$ cat src/rtl/core/eemi_pkg.sv
`timescale 1ns / 1ps

package eemi_pkg;

  localparam int OPERAND_WIDTH = 32;
  localparam int COEFF_WIDTH   = OPERAND_WIDTH + 1;
  localparam int CNT_WIDTH     = $clog2(OPERAND_WIDTH);

  // commands from the controller to the datapath
  typedef struct packed {
    logic load;      // take new operands, seed the recurrence
    logic div_init;  // prepare a division of prev_r by cur_r
    logic div_step;  // one quotient bit
    logic update;    // shift the remainder and coefficient pairs
    logic finish;    // latch the result registers
  } dp_cmd_t;

  typedef struct packed {
    logic cur_r_zero;
  } dp_sts_t;

endpackage

$ cat src/rtl/core/eemi_ctrl.sv
`timescale 1ns / 1ps

module eemi_ctrl (
  input  logic               clk,
  input  logic               rst_n,
  input  logic               start,
  output logic               busy,
  output logic               out_valid,
  output eemi_pkg::dp_cmd_t  cmd,
  input  eemi_pkg::dp_sts_t  sts
);

  typedef enum logic [1:0] {
    ST_IDLE,
    ST_CHECK,
    ST_DIV,
    ST_UPDATE
  } state_t;

  state_t                           state_r;
  logic [eemi_pkg::CNT_WIDTH-1:0]   cnt_r;
  logic                             out_valid_r;

  always_ff @(posedge clk) begin
    if (!rst_n) begin
      state_r     <= ST_IDLE;
      cnt_r       <= '0;
      out_valid_r <= 1'b0;
    end else begin
      out_valid_r <= 1'b0;
      case (state_r)
        ST_IDLE: begin
          if (start) begin
            state_r <= ST_CHECK;
          end
        end
        ST_CHECK: begin
          cnt_r <= '0;
          if (sts.cur_r_zero) begin
            state_r     <= ST_IDLE;
            out_valid_r <= 1'b1;
          end else begin
            state_r <= ST_DIV;
          end
        end
        ST_DIV: begin
          cnt_r <= cnt_r + 1'b1;
          if (cnt_r == eemi_pkg::CNT_WIDTH'(eemi_pkg::OPERAND_WIDTH - 1)) begin
            state_r <= ST_UPDATE;
          end
        end
        ST_UPDATE: begin
          state_r <= ST_CHECK;
        end
        default: begin
          state_r <= ST_IDLE;
        end
      endcase
    end
  end

  always_comb begin
    cmd          = '0;
    cmd.load     = (state_r == ST_IDLE) && start;
    cmd.div_init = (state_r == ST_CHECK) && !sts.cur_r_zero;
    cmd.finish   = (state_r == ST_CHECK) && sts.cur_r_zero;
    cmd.div_step = (state_r == ST_DIV);
    cmd.update   = (state_r == ST_UPDATE);
  end

  assign busy      = (state_r != ST_IDLE);
  assign out_valid = out_valid_r;

endmodule

$ cat src/rtl/core/eemi_datapath.sv
`timescale 1ns / 1ps

module eemi_datapath (
  input  logic                                     clk,
  input  eemi_pkg::dp_cmd_t                        cmd,
  output eemi_pkg::dp_sts_t                        sts,
  input  logic        [eemi_pkg::OPERAND_WIDTH-1:0] a_value,
  input  logic        [eemi_pkg::OPERAND_WIDTH-1:0] modulus,
  output logic        [eemi_pkg::OPERAND_WIDTH-1:0] gcd_value,
  output logic signed [eemi_pkg::COEFF_WIDTH-1:0]   coeff_a,
  output logic signed [eemi_pkg::COEFF_WIDTH-1:0]   coeff_b,
  output logic        [eemi_pkg::OPERAND_WIDTH-1:0] inverse
);

  localparam int W  = eemi_pkg::OPERAND_WIDTH;
  localparam int CW = eemi_pkg::COEFF_WIDTH;

  logic [W-1:0]  prev_r_r, cur_r_r, mod_r;
  logic [CW-1:0] prev_s_r, cur_s_r, prev_t_r, cur_t_r;
  logic [W-1:0]  rem_r, dvd_r;
  logic [CW-1:0] acc_s_r, acc_t_r;
  logic [W-1:0]  gcd_r, inv_r;
  logic [CW-1:0] ca_r, cb_r;

  logic [W:0]    shifted;
  logic [W:0]    diff;
  logic          ge;
  logic [W-1:0]  rem_nxt;
  logic [CW-1:0] acc_s_nxt, acc_t_nxt;
  logic [W-1:0]  inv_nxt;

  // restoring divider: one quotient bit per step, q*cur folded in by horner
  always_comb begin
    shifted   = {rem_r, dvd_r[W-1]};
    diff      = shifted - {1'b0, cur_r_r};
    ge        = (shifted >= {1'b0, cur_r_r});
    rem_nxt   = ge ? diff[W-1:0] : shifted[W-1:0];
    acc_s_nxt = {acc_s_r[CW-2:0], 1'b0} + (ge ? cur_s_r : '0);
    acc_t_nxt = {acc_t_r[CW-2:0], 1'b0} + (ge ? cur_t_r : '0);
    inv_nxt   = prev_s_r[CW-1] ? (prev_s_r[W-1:0] + mod_r) : prev_s_r[W-1:0];
  end

  always_ff @(posedge clk) begin
    if (cmd.load) begin
      prev_r_r <= a_value;
      cur_r_r  <= modulus;
      mod_r    <= modulus;
      prev_s_r <= CW'(1);
      cur_s_r  <= '0;
      prev_t_r <= '0;
      cur_t_r  <= CW'(1);
    end else if (cmd.update) begin
      prev_r_r <= cur_r_r;
      cur_r_r  <= rem_r;
      prev_s_r <= cur_s_r;
      cur_s_r  <= prev_s_r - acc_s_r;
      prev_t_r <= cur_t_r;
      cur_t_r  <= prev_t_r - acc_t_r;
    end

    if (cmd.div_init) begin
      rem_r   <= '0;
      dvd_r   <= prev_r_r;
      acc_s_r <= '0;
      acc_t_r <= '0;
    end else if (cmd.div_step) begin
      rem_r   <= rem_nxt;
      dvd_r   <= {dvd_r[W-2:0], 1'b0};
      acc_s_r <= acc_s_nxt;
      acc_t_r <= acc_t_nxt;
    end

    if (cmd.finish) begin
      gcd_r <= prev_r_r;
      ca_r  <= prev_s_r;
      cb_r  <= prev_t_r;
      inv_r <= inv_nxt;
    end
  end

  assign sts.cur_r_zero = (cur_r_r == '0);
  assign gcd_value      = gcd_r;
  assign coeff_a        = $signed(ca_r);
  assign coeff_b        = $signed(cb_r);
  assign inverse        = inv_r;

endmodule

$ cat src/rtl/core/extended_euclid_mod_inverse_core.sv
`timescale 1ns / 1ps

// extended euclid core: gcd, bezout coefficients and inverse of a mod m
// input: present in_a_value and in_modulus with start; the transfer happens
//   at a clock edge where start is high and busy is low
// output: out_valid is high for exactly one cycle with out_gcd_value,
//   out_coeff_a, out_coeff_b and out_inverse; the receiver takes that
//   transfer at the edge ending the cycle and cannot hold it off, the
//   result registers keep their values until the next result
// sequence: from the input transfer the core runs k euclid iterations, k up
//   to 46 for 32-bit operands, then a final check that sets out_valid;
//   each iteration is a check state, one restoring division at one quotient
//   bit per cycle, and an update state
// throughput: one operation at a time; busy stays high until the cycle
//   of the strobe, and a new start may be given in that cycle
// inverse is only meaningful when out_gcd_value is one
// reset: synchronous rst_n returns the controller to idle and drops busy
//   and out_valid; nothing else needs clearing

module extended_euclid_mod_inverse_core (
  input  logic                                     clk,
  input  logic                                     rst_n,
  input  logic                                     start,
  output logic                                     busy,
  input  logic        [eemi_pkg::OPERAND_WIDTH-1:0] in_a_value,
  input  logic        [eemi_pkg::OPERAND_WIDTH-1:0] in_modulus,
  output logic                                     out_valid,
  output logic        [eemi_pkg::OPERAND_WIDTH-1:0] out_gcd_value,
  output logic signed [eemi_pkg::COEFF_WIDTH-1:0]   out_coeff_a,
  output logic signed [eemi_pkg::COEFF_WIDTH-1:0]   out_coeff_b,
  output logic        [eemi_pkg::OPERAND_WIDTH-1:0] out_inverse
);

  eemi_pkg::dp_cmd_t cmd;
  eemi_pkg::dp_sts_t sts;

  eemi_ctrl u_ctrl (
    .clk       (clk),
    .rst_n     (rst_n),
    .start     (start),
    .busy      (busy),
    .out_valid (out_valid),
    .cmd       (cmd),
    .sts       (sts)
  );

  eemi_datapath u_datapath (
    .clk       (clk),
    .cmd       (cmd),
    .sts       (sts),
    .a_value   (in_a_value),
    .modulus   (in_modulus),
    .gcd_value (out_gcd_value),
    .coeff_a   (out_coeff_a),
    .coeff_b   (out_coeff_b),
    .inverse   (out_inverse)
  );

endmodule
$ cat config.mk
export PLATFORM = sky130hd
export DESIGN_NAME = extended_euclid_mod_inverse_core
export DESIGN_NICKNAME = d
export VERILOG_FILES = /design/src/rtl/core/eemi_pkg.sv /design/src/rtl/core/eemi_ctrl.sv /design/src/rtl/core/eemi_datapath.sv /design/src/rtl/core/extended_euclid_mod_inverse_core.sv
export SDC_FILE = /design/constraint.sdc
export NUM_CORES = 1
export LEC_CHECK = 0
export ABC_AREA = 1
export ABC_CLOCK_PERIOD_IN_PS = 8800
export BUFFER_PORTS_ARGS = -buffer_cell sky130_fd_sc_hd__buf_2
export CAP_MARGIN = 20
export CORE_UTILIZATION = 40
export DETAILED_ROUTE_END_ITERATION = 16
export GPL_TIMING_DRIVEN = 0
export PLACE_DENSITY = 0.55
export SYNTH_ARGS = -nofsm -noshare
export SYNTH_HDL_FRONTEND = slang
export SYNTH_SLANG_ARGS = --single-unit
$ cat constraint.sdc
create_clock -name clk -period 8.8 [get_ports clk]
set_clock_uncertainty 0.15 [all_clocks]
set_input_delay 1.76 -clock clk [delete_from_list [all_inputs] [get_ports clk]]
set_output_delay 1.76 -clock clk [all_outputs]
set_load 0.005 [all_outputs]
### Word level (Yosys, flattened, before mapping)

Cells that the tools add are included.

* reduce and logical (&&, ||, !) cells: 12
* multipliers: 0
* bitwise gates (word level): 0
* divide/modulo/power cells: 0
* equal/unequal tests: 6
* multiplexer cells: 16
* order comparisons: 1
* add/subtract/negate cells: 7
* shift operators: 0

Operators by type and width (number)
* $mux 32: 8
* $add 33x33->33: 2
* $mux 33: 2
* $sub 33x33->33: 2
* $ge 33x32->1: 1
* $add 32x32->32: 1
* $logic_not 32->1: 1
* $sub 32x32->32: 1
* $pmux 5 s2: 1
* $pmux 2 s4: 1
* $reduce_bool 2->1: 4
* $mux 2: 3
* $add 5x1->5 const B: 1
* $eq 5x5->1 const B: 1
* $eq 2x2->1 const B: 2
* $reduce_and 2->1: 2
* $logic_and 1x1->1: 3
* $eq 2x1->1 const B: 1
* $logic_not 2->1: 1
* $ne 2x1->1 const B: 1
* $ne 2x2->1 const B: 1
* $logic_not 1->1: 1
* $mux 1: 1

* input port bits: 67
* memories: 0
* output and inout bits: 132
* RAM bits: 0
* latch bits: 0
* register bits after elaboration: 496
* bits in read-only memories: 0

### Longest topological paths before layout

* depth in word-level cells: 4
* gate-level depth with buffers: 28

### Hierarchy

From an unflattened synthesis, not the netlist that was laid out.

* cell total of the unflattened synthesis: 3868
* area total of the unflattened synthesis: 29404.5 um^2

Modules (own cells, without submodules)
* eemi_datapath: cells an instance 3801, area each 28917.7 um^2, instances 1, sequential area each 12351.8 um^2
* eemi_ctrl: cells an instance 67, area each 486.7 um^2, instances 1, sequential area each 160.2 um^2

### Worst setup path after synthesis

Ideal clock, no wire load.

* path kind: flip-flop to flip-flop
* start point: register u_datapath.cur_r_r[1]
* end point: register u_datapath.ca_r[0] (netlist: u_datapath.coeff_a[0]) (enable)
* cell stages (with the launch flop): 6
* library setup time: 0.621 ns
* slack: 1.561 ns
* period minus slack after synthesis: 7.239 ns
* arrival time: 6.468 ns
* data required time: 8.029 ns
* path buffers: 0
* cell sequence: edfxtp_1 nor4_1 nand4_1 nor2_2 inv_1 nor2_1

RTL lines
* start: declaration: line eemi_datapath.sv:18 `logic [W-1:0] prev_r_r, cur_r_r, mod_r;`
* start signal: assignment: line eemi_datapath.sv:46 `cur_r_r <= modulus;`
* start signal: assignment: line eemi_datapath.sv:54 `cur_r_r <= rem_r;`
* end signal: assignment: line eemi_datapath.sv:75 `ca_r <= prev_s_r;`
* end: declaration: line eemi_datapath.sv:23 `logic [CW-1:0] ca_r, cb_r;`

### Worst setup path after layout

* start point: register u_datapath.cur_r_r[16]
* end point: register u_datapath.acc_t_r[15]

* longest elaborated chain between the ends: 3
* elaborated cells between the ends (all ways): 6
* those cells by class: add/sub: 1; order compare: 1; mux: 1; reduce/logical: 3

Ends and longest elaborated chain
* $ge 33x32->1 / $logic_not 32->1 (equally long branches): line eemi_datapath.sv:36, eemi_datapath.sv:81
* $mux 33 / $logic_not 1->1 (equally long branches): line eemi_datapath.sv:39, eemi_ctrl.sv:65
* $add 33x33->33 / $logic_and 1x1->1 (equally long branches): line eemi_datapath.sv:39, eemi_ctrl.sv:65
* end signal: assignment: line eemi_datapath.sv:70 `acc_t_r <= acc_t_nxt;`
* end: declaration: line eemi_datapath.sv:21 `logic [CW-1:0] acc_s_r, acc_t_r;`

Several ways; a longest one is shown, not always the timed one.
A chain may end at the register's enable or synchronous reset.

==> metrics <==
outcome finished, final reports clean; Max stage delay cell, worst path edfxtp_1; share of cells above drive strength 1 ~8.4%; grt total ovfl 0; Max rail drop VDD around 200 uV; Row Count 98; H-tree depth 2; Setup CP Type reg2reg; Residual DRC 0; cells after synthesis ~3,800; initial core utilization 40.69%; die area 74,190 um2; top cells by area, synth edfxtp_1 (26%), dfxtp_1 (16%), nand2_1 (11%); Hold Crit Class reg2reg; first-pass GRT wire length 152,200 um; reg-to-reg endpoint u_datapath.acc_t_r[15]; Tot GR Track Use 27.22%; final slew viol count 0; drt pass-1 iters 5; synth unique cells between 40 and 50; WP buf/inv 4; Port Buffers 198; routability cong. approximately 0.96; Comb power frac 48.3%; Root Buffer clkbuf_16; Area Growth Syn to Fin 14.29%; CP Depth 21; most frequent cells in the layout nand2_1 (892), inv_1 (533), o21ai_0 (343), nor2_1 (340), a21oi_1 (313); crit path time final roughly 4.9 ns; pwr/cell area roughly 330 nW/um2; commonest register cell after synthesis edfxtp_1; syn avg cell area slightly below 8 um2; Syn Nets 4,065; r2r setup slk 3.85 ns; Total Neg Setup Slack 0 ns; crit path launch u_datapath.cur_r_r[16]; maxcap violations 0; Final Power 11,160 uW; CP max FO 10; Req. time, crit path roughly 9.2 ns; startpoint types flip-flop; synthesized cell area about 29,000 um2; Nets 4,329; Post-synth EDFFs 258; Clk pwr share 21.2%; clk buf depth 3; Final HPWL DP 82,930 um; Leak Pwr roughly 0.015 uW; clock sink total 496; worst path cell trace inv_1 -> ha_1 -> a21oi_1 -> nand2_1 -> a21oi_1 -> nand2_1 -> nand2_1 -> nand4_2 -> inv_2 -> buf_2 -> nor2_1 -> ha_1 -> fa_1 -> nand3_1 -> nand2_1 -> a21oi_1 -> o21ai_0 -> a21o_1 -> xor2_1 -> o21ai_0 -> inv_1; Worst path most repeated cell nand2_1; switching power of the nets 5163 uW; Worst-Margin Slew approximately 1.2 ns; ys async rst share 0%; final setup fails 0; commonest non-fill, non-tap cell in the layout nand2_1; fin cells 5,060; Worst setup endpoint u_datapath.acc_t_r[15]; Slew Limit Headroom 21.79%; vias in the first global route 24,690; die height 272.4 um; top cell type by total area after synthesis edfxtp_1; Core ar. about 72,000 um2; initial antenna violation count 7; CP top delay family compound AO/OA/AOI/OAI gates; post-CTS sizing 0; FF-to-FF path depth 21; beginning of the worst register-to-register path u_datapath.cur_r_r[16]; die width between 200 and 300 um; WL/cell 20.40 um; P_int 5994 uW; Final Hold Viols 0; top-area cell type share of the netlist area a little over a quarter; placed instance count 4,950; Arrival @ worst endpoint 5.32 ns; TritonCTS clock tree built; register area share after synthesis approximately 43%; I/O pin cnt 199; Synth Register Bits 496; sequential share of power 30.5%; Sw Share roughly 46%; via-per-instance ratio 5.280; largest net degree at the start of global routing 52; synth warn 0; TritonCTS buffer count 57; crit-path max cell delay about 0.5 ns; Iter 0 DRT Violations about 2,400; CP Capture Type flip-flop; Tcrit/Tclk final 56.24%; unrepaired setup endpoints after global routing no; Skew-Pair Late Insertion Delay 0.63 ns; f_max between 0.2 and 0.25 GHz; hold_buf cts 0; post-CTS setup buffers 0; antenna viol nets, final 0; CTS clock-pin slew for the worst setup and hold paths 0.06 ns; Routed WL 103,200 um; vias 26,720
[sequential cells by signal, indices dropped and copies added, names as in the netlist, 5 cells and up]
register and count:
u_datapath.prev_t_r 33, u_datapath.coeff_a 33, u_datapath.gcd_value 32, u_datapath.prev_s_r 33, u_datapath.prev_r_r 32, u_datapath.inverse 32
u_datapath.cur_s_r 33, u_ctrl.cnt_r 5, u_datapath.coeff_b 33, u_datapath.rem_r 32, u_datapath.cur_t_r 33, u_datapath.mod_r 32
u_datapath.acc_s_r 33, u_datapath.cur_r_r 32, u_datapath.acc_t_r 33, u_datapath.dvd_r 32
[metal layers]
| layer | routed length [um] | global-route usage (%) |
|---|---|---|
| met1 | 48610 | 39.46 |
| met2 | 45660 | 42.48 |
| met3 | 6454 | 3.262 |
| met4 | 2497 | 7.584 |
| met5 | 0 | 0 |
[per-stage QoR]
step / util [%] / setup slack, ns / hold WS (ns) / area [um2]
final: 46.51 / 3.851 / 0.2974 / 33420
after floorplan: - / 1.561 / 0.2564 / 29240
after detailed placement: 43.92 / 3.787 / 0.2835 / 31560
after global placement: 43.73 / -2.834 / 0.2801 / 31420
after CTS: 46.47 / 3.914 / 0.2978 / 33390
after global routing: 46.51 / 3.504 / 0.3092 / 33420
[worst min-delay path by stage]
stage,from,endpoint,slack [ns],depth (start not counted)
5_1_grt,u_datapath.prev_r_r[4],u_datapath.gcd_value[4],0.31,0
4_1_cts,u_datapath.prev_r_r[4],u_datapath.gcd_value[4],0.30,0
3_3_place_gp,u_datapath.prev_r_r[0],u_datapath.gcd_value[0],0.28,0
3_5_place_dp,u_datapath.prev_r_r[4],u_datapath.gcd_value[4],0.28,0
2_1_floorplan,u_datapath.prev_s_r[32],u_datapath.coeff_a[32],0.26,0
6_report,u_datapath.prev_r_r[4],u_datapath.gcd_value[4],0.30,0
[power groups by stage]
stage,clock network [uW],registers (uW),logic (uW)
floorplan,0,3320,3600
global placement,0,3460,5240
detailed placement,0,3440,5280
CTS,2410,3400,5300
global route,2490,3450,5940
finish,2360,3400,5390
[cell usage after synthesis (24+ instances only)]
master	count
o21ai_0	343
nor3_1	34
inv_1	533
xor2_1	52
nor2_1	342
clkbuf_1	68
nand4_1	25
xnor2_1	38
dfxtp_1	238
o22ai_1	46
edfxtp_1	258
o21bai_1	24
a21o_1	29
nand3_1	161
a21oi_1	313
ha_1	196
o211ai_1	33
nand2_1	892
[area by class of cell]
type | instances | area, um2
clock buffer | 77 | 1573
inverter | 543 | 2038
antenna | 4 | 10.01
tap | 950 | 1189
clock inverter | 28 | 257.7
fill | 7463 | 38440
sequential | 496 | 12510
timing repair buffer | 205 | 1134
buffer | 92 | 417.9
multi-input combinational | 2665 | 14290
[logic make-up after synthesis]
group                      count (synthesis)  synth area share, %
buffers and inverters                    635                8.383
xor gates and xnor gates                  90                2.696
and+or+nand+nor                         1508                21.06
adders and majority gates                202                8.798
DFF                                      496                42.79
AOI/OAI and AO/OA                        865                16.27
Note: power is estimated with default switching activity, not from simulation.
